**config.mk**
```make
export PLATFORM = sky130hd
export DESIGN_NAME = htmd_controller
export DESIGN_NICKNAME = d
export VERILOG_FILES = /design/src/hdl/huffman_table_match_decoder_defines.svh /design/src/hdl/htmd_pkg.sv /design/src/hdl/htmd_controller.sv
export SDC_FILE = /design/constraint.sdc
export NUM_CORES = 1
export LEC_CHECK = 0
export ABC_CLOCK_PERIOD_IN_PS = 1900
export BUFFER_PORTS_ARGS = -buffer_cell sky130_fd_sc_hd__clkbuf_2
export CAP_MARGIN = 20
export CORE_AREA = 2 2 39 41
export CTS_CLUSTER_DIAMETER = 60
export DETAILED_ROUTE_END_ITERATION = 12
export DIE_AREA = 0 0 41 43
export GPL_TIMING_DRIVEN = 0
export REMOVE_ABC_BUFFERS = 1
export SKIP_CTS_REPAIR_TIMING = 1
export SYNTH_ARGS = -nofsm -noshare
export SYNTH_HDL_FRONTEND = slang
export SYNTH_SLANG_ARGS = --single-unit
```
**constraint.sdc**
```tcl
create_clock -name clock -period 1.9 [get_ports clock]
set_clock_uncertainty 0.2 [all_clocks]
set_input_delay 0 -clock clock [delete_from_list [all_inputs] [get_ports clock]]
set_output_delay 0 -clock clock [all_outputs]
set_load 0.03 [all_outputs]
```
**src/hdl/huffman_table_match_decoder_defines.svh**
```systemverilog
// ---------------------------------------------------------------------------
// Huffman table-match decoder: assertion macros
// Shared property macros for the decoder's own checks.
// ---------------------------------------------------------------------------
`ifndef HUFFMAN_TABLE_MATCH_DECODER_DEFINES_SVH
`define HUFFMAN_TABLE_MATCH_DECODER_DEFINES_SVH

// The consequent must hold in the same cycle as the antecedent.
`define HTMD_ASSERT_IMP(lbl, clk, rst, ante, cons) \
   lbl: assert property (@(posedge clk) disable iff (rst) (ante) |-> (cons)) \
      else $error("htmd: same-cycle check failed");

// The consequent must hold in the cycle after the antecedent.
`define HTMD_ASSERT_NEXT(lbl, clk, rst, ante, cons) \
   lbl: assert property (@(posedge clk) disable iff (rst) (ante) |=> (cons)) \
      else $error("htmd: next-cycle check failed");

`endif

```
**src/hdl/htmd_pkg.sv**
```systemverilog
// ---------------------------------------------------------------------------
// Huffman table-match decoder package
// Payload types, control bundles and constants shared by the decoder files.
// ---------------------------------------------------------------------------
package htmd_pkg;

   localparam int ALPHABET_SIZE_DEF = 256;
   localparam int MAX_CODE_BITS_DEF = 32;

   localparam int SYM_W   = 8;
   localparam int CODE_W  = 32;
   localparam int LEN_W   = 6;
   localparam int BYTE_W  = 8;
   localparam int LIMIT_W = 32;
   localparam int BCNT_W  = 4;

   localparam logic [LEN_W-1:0]  LEN_SAT    = 6'd63;
   localparam logic [BCNT_W-1:0] BYTE_BITS  = 4'd8;

   localparam logic KIND_LOAD = 1'b0;
   localparam logic KIND_DATA = 1'b1;

   typedef struct packed {
      logic                kind;
      logic [SYM_W-1:0]    entry_symbol;
      logic [CODE_W-1:0]   entry_code;
      logic [LEN_W-1:0]    entry_length;
      logic [BYTE_W-1:0]   data_byte;
   } req_data_type;

   typedef struct packed {
      logic [SYM_W-1:0] symbol;
      logic             last;
   } rsp_data_type;

   typedef struct packed {
      logic accept_load;
      logic accept_byte;
      logic take_bit;
      logic scan_start;
      logic scan_step;
      logic hit_take;
      logic emit;
      logic emit_last;
   } cmd_type;

   typedef struct packed {
      logic req_is_data;
      logic byte_done;
      logic limit_hit;
      logic len_ok;
      logic hit;
      logic scan_end;
      logic pend_valid;
      logic out_free;
   } status_type;

endpackage

```
**src/hdl/htmd_controller.sv**
```systemverilog
// ---------------------------------------------------------------------------
// Huffman table-match decoder controller
// Sequences word acceptance, bit shifting, table scans and result output.
// ---------------------------------------------------------------------------
module htmd_controller (
   input  logic                 clock,
   input  logic                 reset,
   input  logic                 req_valid,
   output logic                 req_stall,
   input  htmd_pkg::status_type status,
   output htmd_pkg::cmd_type    cmd
);
   import htmd_pkg::*;

   localparam logic [1:0] ST_IDLE  = 2'd0;
   localparam logic [1:0] ST_BIT   = 2'd1;
   localparam logic [1:0] ST_SCAN  = 2'd2;
   localparam logic [1:0] ST_FLUSH = 2'd3;

   logic [1:0] state_ff, state_in;

   always_comb begin
      state_in  = state_ff;
      cmd       = '0;
      req_stall = 1'b1;
      case (state_ff)
         ST_IDLE: begin
            req_stall = 1'b0;
            if (req_valid) begin
               if (status.req_is_data) begin
                  cmd.accept_byte = 1'b1;
                  state_in        = ST_BIT;
               end else begin
                  cmd.accept_load = 1'b1;
               end
            end
         end
         ST_BIT: begin
            // Bits beyond the limit are dropped, so the rest of the byte goes too.
            if (status.byte_done || status.limit_hit) begin
               state_in = ST_FLUSH;
            end else begin
               cmd.take_bit = 1'b1;
               if (status.len_ok) begin
                  cmd.scan_start = 1'b1;
                  state_in       = ST_SCAN;
               end
            end
         end
         ST_SCAN: begin
            if (status.hit) begin
               if (!status.pend_valid) begin
                  cmd.hit_take = 1'b1;
                  state_in     = ST_BIT;
               end else if (status.out_free) begin
                  cmd.hit_take = 1'b1;
                  cmd.emit     = 1'b1;
                  state_in     = ST_BIT;
               end
            end else if (status.scan_end) begin
               state_in = ST_BIT;
            end else begin
               cmd.scan_step = 1'b1;
            end
         end
         ST_FLUSH: begin
            if (!status.pend_valid) begin
               state_in = ST_IDLE;
            end else if (status.out_free) begin
               cmd.emit      = 1'b1;
               cmd.emit_last = 1'b1;
               state_in      = ST_IDLE;
            end
         end
         default: begin
            state_in = ST_IDLE;
         end
      endcase
   end

   always_ff @(posedge clock) begin
      if (reset) begin
         state_ff <= ST_IDLE;
      end else begin
         state_ff <= state_in;
      end
   end

endmodule
```
==> qor.yml, run 1 <==
logic_synthesis:
  yosys_warnings: 0
  yosys_register_bits: 2
  synth_cell_type_count: 22
  syn-instance-count: 27
  synth.yosys.seq_area_share: 0.1624
  synth.avg_cell_area_um2: 9.129
  synthesized_cell_area_um2: 246.5
setup_path:
  regToRegSetupSlack_ns: 0.51
  crit_path_end_kind: "output pin"
  timing.critical_path.required_ns: 1.70
  critical_path.startpoint_type: "flip-flop"
  critical_path.max_fanout: 10
  worst_r2r_path_depth: 3
  worstSetupPathType: "reg2out"
  worst_ep_arrival_time_ns: 1.45
  rr_endpoint: "state_ff[0]"
  r2r-start: "state_ff[0]"
die:
  die-width_um: 41
  core-area_um2: 1384
  std_cell_rows: 14
  die_y_um: 43
  start_util: 0.1781
  floorplan.io_pins: 20
  die-area_um2: 1763
clock_tree:
  cts.htree.levels: 1
  cts_tree: "built"
  worstSkewPairLatency_ns: 0.23
  clockRootBuffer: "clkbuf_4"
  cts.clk_slew.worst_paths_ns: 0.03
  max-clock-path-buffers: 2
  tritoncts_num_sinks: 2
  cts-buffers-inserted: 3
flow_run:
  drv.max_cap_violation_count: 0
sta:
  layout_worst_path_cycle_share: 0.8665
  hold_violations: 1
  slew_headroom: 0.7451
  final_period_demand_of_the_worst_path_ns: 1.646
  fmaxAchievable_mhz: 607.4
  worst_pin_slew_ns: 0.3819
  final.setup.tns_ns: 0
  slew_violations: 0
  fin_hold_ws_ns: -0.01519
  rsz0062_at_grt: "no"
  final-setup-viol-count: 0
power_and_ir_drop:
  power_switching_share: 0.3679
  p_int_mw: 0.1556
  max_ir_drop_vdd_uv: 195.8
  share_comb_of_total_power: 0.363
  p_clk_frac: 0.387
  seq_power_share: 0.249
  static_leakage_nw: 0.2061
  pwr_density_cell_nw_per_um2: 638.7
  power.switching_mw: 0.09055
place:
  i_o_buffers: 19
  gp_congestion: 0.7250
  dp_cells: 60
hold_path:
  holdPathStages: 3
  min-delay-path-class: "in2reg"
  worstHoldEndpoint: "state_ff[1]"
  hp-start: "status[3]"
finish:
  final-instance-count-excl-fill: 65
  antenna_cells_inserted: 0
  post_route_cells_drive_above_1_share: 0.5306
  top_register: "state_ff"
  layout.cells.most_common: "clkbuf_2"
  largest_reg_flops: 2
  leading_cell_types_in_the_layout_fill_and_taps_excluded: "clkbuf_2, clkbuf_4"
  final_nets: 62
  largest_registers: "state_ff (2)"
  area_growth_syn_to_layout_pct: 56.35
status:
  run_status: "complete, but fails checks"
  violated_checks: "negative hold slack"
grt:
  grt_pass1_wl_um: 834
  grt_antenna_before_repair: 0
  overflow: 0
  grt_pass1_vias: 217
  grt_util_all_layers: 0.07723
  grt_start_max_net_pins: 12
route:
  detail_route.first_pass.iterations: 4
  drt_first_iter_violations: 3
  drt-vias-per-instance: 4.277
  drc: 0
  drt.antenna.violating_nets: 0
  routed_wirelength_um: 643
  drt-wirelength-per-cell_um: 9.892
  routed-via-count: 278
[kinds of logic after synthesis]
kind of cell,Yosys count,synth area share
AOI/OAI and AO/OA,6,0.2335
and+or+nand+nor,15,0.4975
buffers and inverters,4,0.1066
DFF,2,0.1624
[worst max path at each step]
stage                 from      to  slack, ns  cells after the start
6_report       state_ff[0]  cmd[4]       0.25                      3
5_1_grt        state_ff[0]  cmd[4]       0.18                      3
4_1_cts        state_ff[0]  cmd[4]       0.24                      3
3_5_place_dp   state_ff[0]  cmd[4]       0.48                      3
3_3_place_gp   state_ff[0]  cmd[4]       0.51                      3
2_1_floorplan  state_ff[1]  cmd[3]       0.16                      1
[layout make-up]
cell class              count  area (µm²)
flip-flops and latches      2       40.04
repair buffers             21       115.1
fillers                   151       998.5
well taps                  16       20.02
multi-input cells          21       180.2
clock buffers               3       22.52
inverters                   2       7.507
[per-layer routing]
metal	global-route usage	wire [µm]	share of wire	vias to the layer above
li1	-	-	-	150
met1	0.09295	292	0.45	116
met2	0.09375	292	0.45	12
met3	0.03141	59	0.092	0
met4	0.08000	0	0	0
met5	0	0	0	-
[per-stage QoR]
step	hold slack [ns]	setup WS (ns)	total power [mW]	area, µm²	utilization
4_1_cts	-0.2297	0.2405	0.2496	365.4	0.2640
3_5_place_dp	0.01279	0.4790	0.1485	342.8	0.2477
5_1_grt	0.01386	0.1833	0.2597	385.4	0.2785
3_3_place_gp	-0.001652	0.5088	0.1470	342.8	0.2477
2_1_floorplan	-0.1461	0.1626	0.1149	227.7	-
6_report	-0.01519	0.2536	0.2461	385.4	0.2785
[synthesized netlist by cell type]
master / instances / area (µm²)
buf_6: 1 / 11.26
inv_1: 2 / 7.510
o2111a_1: 1 / 11.26
nor4b_4: 1 / 23.77
a2111oi_2: 1 / 15.01
and2_4: 1 / 8.760
nor4_2: 1 / 12.51
and4b_1: 1 / 10.01
nor2_1: 2 / 7.510
nand3b_1: 1 / 7.510
nand2b_1: 2 / 12.51
and3_1: 2 / 12.51
dfxtp_1: 2 / 40.04
nand2_1: 1 / 3.750
a21oi_1: 1 / 5.000
and4_1: 1 / 8.760
o21a_1: 1 / 7.510
o211a_1: 1 / 10.01
buf_4: 1 / 7.510
nor4b_1: 1 / 8.760
a221oi_1: 1 / 8.760
nor2b_1: 1 / 6.260
[power groups by stage]
stage | sequential [mW] | clock, mW | combinational (mW)
after detailed placement | 0.0617 | 0 | 0.0867
after global placement | 0.0612 | 0 | 0.0859
after global routing | 0.0629 | 0.100 | 0.0965
final | 0.0613 | 0.0953 | 0.0895
after CTS | 0.0609 | 0.102 | 0.0872
after floorplan | 0.0577 | 0 | 0.0572
[worst max-delay path, stage by stage, from the launching register on]
cell      delay, ns
dfxtp_1        0.49
nor4b_4        0.33
and2_4         0.20
clkbuf_2       0.20
(Power assumes the default switching activity.)
==> run 2: changes to the inputs <==
Settings changed: PLACE_DENSITY_LB_ADDON set to 0.25, SETUP_SLACK_MARGIN set to 0.1.
==> qor.yml, run 2 (synthesized netlist as in run 1, its figures left out) <==
die:
  die-width_um: 41
  std_cell_rows: 14
  core-area_um2: 1384
  die_y_um: 43
  start_util: 0.1781
  floorplan.io_pins: 20
  die-area_um2: 1763
grt:
  grt_util_all_layers: 0.08400
  grt_antenna_before_repair: 0
  grt_pass1_wl_um: 1035
  overflow: 0
  grt_start_max_net_pins: 12
  grt_pass1_vias: 263
place:
  detailedPlace.worstSlack_ns: 0.4869
  i_o_buffers: 19
  gp_congestion: 0.6156
route:
  drc: 0
  drt-vias-per-instance: 4.354
  routed_wirelength_um: 645
  drt_first_iter_violations: 1
  drt.antenna.violating_nets: 0
  detail_route.first_pass.iterations: 2
  routed-via-count: 283
  drt-wirelength-per-cell_um: 9.923
finish:
  largest_reg_flops: 2
  num-fill-cells: 157
  layout.cells.most_common: "clkbuf_2"
  leading_cell_types_in_the_layout_fill_and_taps_excluded: "clkbuf_2, clkbuf_4"
  post_route_cells_drive_above_1_share: 0.5306
  largest_registers: "state_ff (2)"
  antenna_cells_inserted: 0
  final_nets: 62
  top_register: "state_ff"
  area_growth_syn_to_layout_pct: 56.35
sta:
  fin_hold_ws_ns: -0.02084
  slew_headroom: 0.7535
  post-route-worst-setup-slack_ns: 0.2629
  layout_worst_path_cycle_share: 0.8616
  hold_violations: 1
  slew_violations: 0
  final_period_demand_of_the_worst_path_ns: 1.637
  final-setup-viol-count: 0
  rsz0062_at_grt: "no"
  final.setup.tns_ns: 0
  fmaxAchievable_mhz: 610.8
  worst_pin_slew_ns: 0.3693
hold_path:
  holdPathStages: 3
  min-delay-path-class: "in2reg"
  worstHoldEndpoint: "state_ff[1]"
  hp-start: "status[3]"
power_and_ir_drop:
  power_switching_share: 0.3674
  static_leakage_nw: 0.2061
  max_ir_drop_vdd_uv: 233.7
  seq_power_share: 0.248
  totalPowerFinal_mw: 0.2462
  p_clk_frac: 0.391
  pwr_density_cell_nw_per_um2: 638.9
  power.switching_mw: 0.09046
  p_int_mw: 0.1558
  share_comb_of_total_power: 0.361
setup_path:
  critical_path.startpoint_type: "flip-flop"
  r2r-start: "state_ff[0]"
  crit_path_end_kind: "output pin"
  worstSetupPathType: "reg2out"
  worst_ep_arrival_time_ns: 1.44
  regToRegSetupSlack_ns: 0.52
  critical_path.max_fanout: 10
  worst_r2r_path_depth: 3
  rr_endpoint: "state_ff[0]"
  timing.critical_path.required_ns: 1.70
clock_tree:
  cts.htree.levels: 1
  clockRootBuffer: "clkbuf_4"
  cts.clk_slew.worst_paths_ns: 0.03
  tritoncts_num_sinks: 2
  worstSkewPairLatency_ns: 0.22
  cts_tree: "built"
  max-clock-path-buffers: 2
  cts-buffers-inserted: 3
status:
  run_status: "complete, but fails checks"
  violated_checks: "negative hold slack"
flow_run:
  drv.max_cap_violation_count: 0
[run 2: cell counts in the layout (fill, tap and decap cells not counted)]
No cell type changed its count.
[run 2: through the flow]
step                      std cells  cell area (µm²)  utilization
after floorplan                  25            227.7            -
after global routing             65            385.4       0.2785
after detailed placement         60            342.8       0.2477
final                            65            385.4       0.2785
after global placement           60            342.8       0.2477
after CTS                        63            365.4       0.2640
[run 2: layout make-up]
type | count | area, µm² | share of cell area
Timing Repair Buffer | 21 | 115.1 | 0.2987
Clock buffer | 3 | 22.52 | 0.05844
Tap cell | 16 | 20.02 | 0.05195
Sequential cell | 2 | 40.04 | 0.1039
Inverter | 2 | 7.507 | 0.01948
Multi-Input combinational cell | 21 | 180.2 | 0.4675
[run 2: how the worst max path moves through the flow]
stage	startpoint	endpoint
floorplan	state_ff[1]	cmd[3]
global placement	state_ff[0]	cmd[4]
detailed placement	state_ff[0]	cmd[4]
CTS	state_ff[0]	cmd[4]
global route	state_ff[0]	cmd[4]
finish	state_ff[0]	cmd[4]
[run 2: critical path, cell delays in order (launching register included)]
cell      delay (ns)
dfxtp_1         0.49
nor4b_4         0.32
and2_4          0.20
clkbuf_2        0.20
[run 2: per-layer routing]
metal,part of all wire,vias up,global-route usage
li1,-,148,-
met4,0,0,0.06000
met2,0.36,19,0.1094
met3,0.12,0,0.01047
met5,0,-,0
met1,0.52,116,0.1206
[run 2: power groups by stage]
stage                     Combinational, mW  Sequential (mW)  Clock, mW
final                                0.0889           0.0610     0.0963
after detailed placement             0.0865           0.0620          0
after floorplan                      0.0572           0.0577          0
after global placement               0.0866           0.0624          0
after global routing                 0.0967           0.0633      0.102
after CTS                            0.0869           0.0615      0.103
==> run 3: changes to the inputs <==
Settings changed: CELL_PAD_IN_SITES_DETAIL_PLACEMENT set to 1, CELL_PAD_IN_SITES_GLOBAL_PLACEMENT set to 1, TNS_END_PERCENT set to 30.
==> qor.yml, run 3 (synthesized netlist as in run 1, its figures left out) <==
status:
  run_status: "completed"
power_and_ir_drop:
  max_ir_drop_vdd_uv: 151.8
  share_comb_of_total_power: 0.371
  p_int_mw: 0.1568
  power.switching_mw: 0.08977
  seq_power_share: 0.251
  totalPowerFinal_mw: 0.2465
  pwr_density_cell_nw_per_um2: 623.6
  p_clk_frac: 0.378
  power_switching_share: 0.3641
  static_leakage_nw: 0.2103
route:
  detail_route.first_pass.iterations: 4
  routed_wirelength_um: 709
  drc: 0
  drt-wirelength-per-cell_um: 10.74
  routed-via-count: 304
  drt.antenna.violating_nets: 0
  drt_first_iter_violations: 2
  drt-vias-per-instance: 4.606
die:
  std_cell_rows: 14
  die-width_um: 41
  die-area_um2: 1763
  floorplan.io_pins: 20
  start_util: 0.1781
  core-area_um2: 1384
  die_y_um: 43
grt:
  grt_util_all_layers: 0.09510
  overflow: 0
  grt_pass1_vias: 260
  grt_pass1_wl_um: 1090
  grt_start_max_net_pins: 12
  grt_antenna_before_repair: 0
setup_path:
  worst_ep_arrival_time_ns: 1.47
  cp_slowest_stage_delay_ns: 0.50
  crit_path_end_kind: "output pin"
  timing.critical_path.required_ns: 1.70
  worstSetupPathType: "reg2out"
  critical_path.max_fanout: 10
  crit_path_top_delay_cell: "dfxtp_1"
  timing.critical_path.buf_inv: 1
  path_delay_family: "simple AND/OR/NAND/NOR gates"
  path_cells: "nor4b_4, and2_4, clkbuf_2"
  critical_path.startpoint_type: "flip-flop"
  regToRegSetupSlack_ns: 0.49
sta:
  rsz0062_at_grt: "no"
  worst_pin_slew_ns: 0.3929
  final-setup-viol-count: 0
  slew_violations: 0
  final_period_demand_of_the_worst_path_ns: 1.668
  post-route-worst-setup-slack_ns: 0.2319
  slew_headroom: 0.7377
  layout_worst_path_cycle_share: 0.8780
  fmaxAchievable_mhz: 599.5
  final.setup.tns_ns: 0
  hold_violations: 0
  fin_hold_ws_ns: 0.01480
finish:
  antenna_cells_inserted: 0
  final_nets: 63
  area_growth_syn_to_layout_pct: 60.41
  post_route_cells_drive_above_1_share: 0.5200
  leading_cell_types_in_the_layout_fill_and_taps_excluded: "clkbuf_2, clkbuf_4, dlygate4sd3_1"
  num-fill-cells: 172
  final-instance-count-excl-fill: 66
  top_register: "state_ff"
  layout.cells.most_common: "clkbuf_2"
  fin_area_um2: 395.4
  postLayoutCoreUtil: 0.2857
  largest_reg_flops: 2
  largest_registers: "state_ff (2)"
clock_tree:
  cts-buffers-inserted: 3
  tritoncts_num_sinks: 2
  cts.clk_slew.worst_paths_ns: 0.03
  cts_tree: "built"
  worstSkewPairLatency_ns: 0.22
  cts.htree.levels: 1
  max-clock-path-buffers: 2
  clockRootBuffer: "clkbuf_4"
hold_path:
  min-delay-path-class: "in2reg"
place:
  dp_cells: 60
  gp_congestion: 0.5667
  detailedPlace.worstSlack_ns: 0.4690
  dpl_hpwl_um: 521.7
  i_o_buffers: 19
  placedInstanceArea_um2: 342.8
flow_run:
  drv.max_cap_violation_count: 0
## run 3: changes by cell type in the layout (fill, tap and decap cells not counted)
cell,delta
dlygate4sd3_1,+1
## run 3: layout make-up
class	count	area, µm²	share of cell area
Clock buffer	3	22.52	0.05696
Inverter	2	7.507	0.01899
Multi-Input combinational cell	21	180.2	0.4557
Sequential cell	2	40.04	0.1013
Tap cell	16	20.02	0.05063
Timing Repair Buffer	22	125.1	0.3165
## run 3: worst min-delay path: cells and delay by family
family | cells | cell delay, ns
buffers and inverters | 1 | 0.10
AOI/OAI and AO/OA | 1 | 0.08
and+or+nand+nor | 1 | 0.20
## run 3: power groups by stage
stage | registers [mW] | logic [mW] | clock network, mW
after floorplan | 0.0577 | 0.0572 | 0
after global placement | 0.0629 | 0.0877 | 0
after detailed placement | 0.0626 | 0.0868 | 0
after CTS | 0.0620 | 0.0872 | 0.0985
after global routing | 0.0638 | 0.0979 | 0.114
final | 0.0618 | 0.0914 | 0.0933
## run 3: layer usage
| metal | wire length (µm) | vias to the layer above | global-route usage |
|---|---|---|---|
| met4 | 3 | 0 | 0.08000 |
| li1 | - | 153 | - |
| met2 | 356 | 15 | 0.1031 |
| met3 | 38 | 2 | 0.04712 |
| met5 | 0 | - | 0 |
| met1 | 311 | 134 | 0.1306 |
## run 3: path summary, 6_finish.rpt
path,start,to,depth (start not counted)
max,state_ff[0],cmd[4],3
min,status[7],state_ff[0],3
max reg2reg,state_ff[0],state_ff[0],3
min reg2reg,state_ff[0],state_ff[1],2
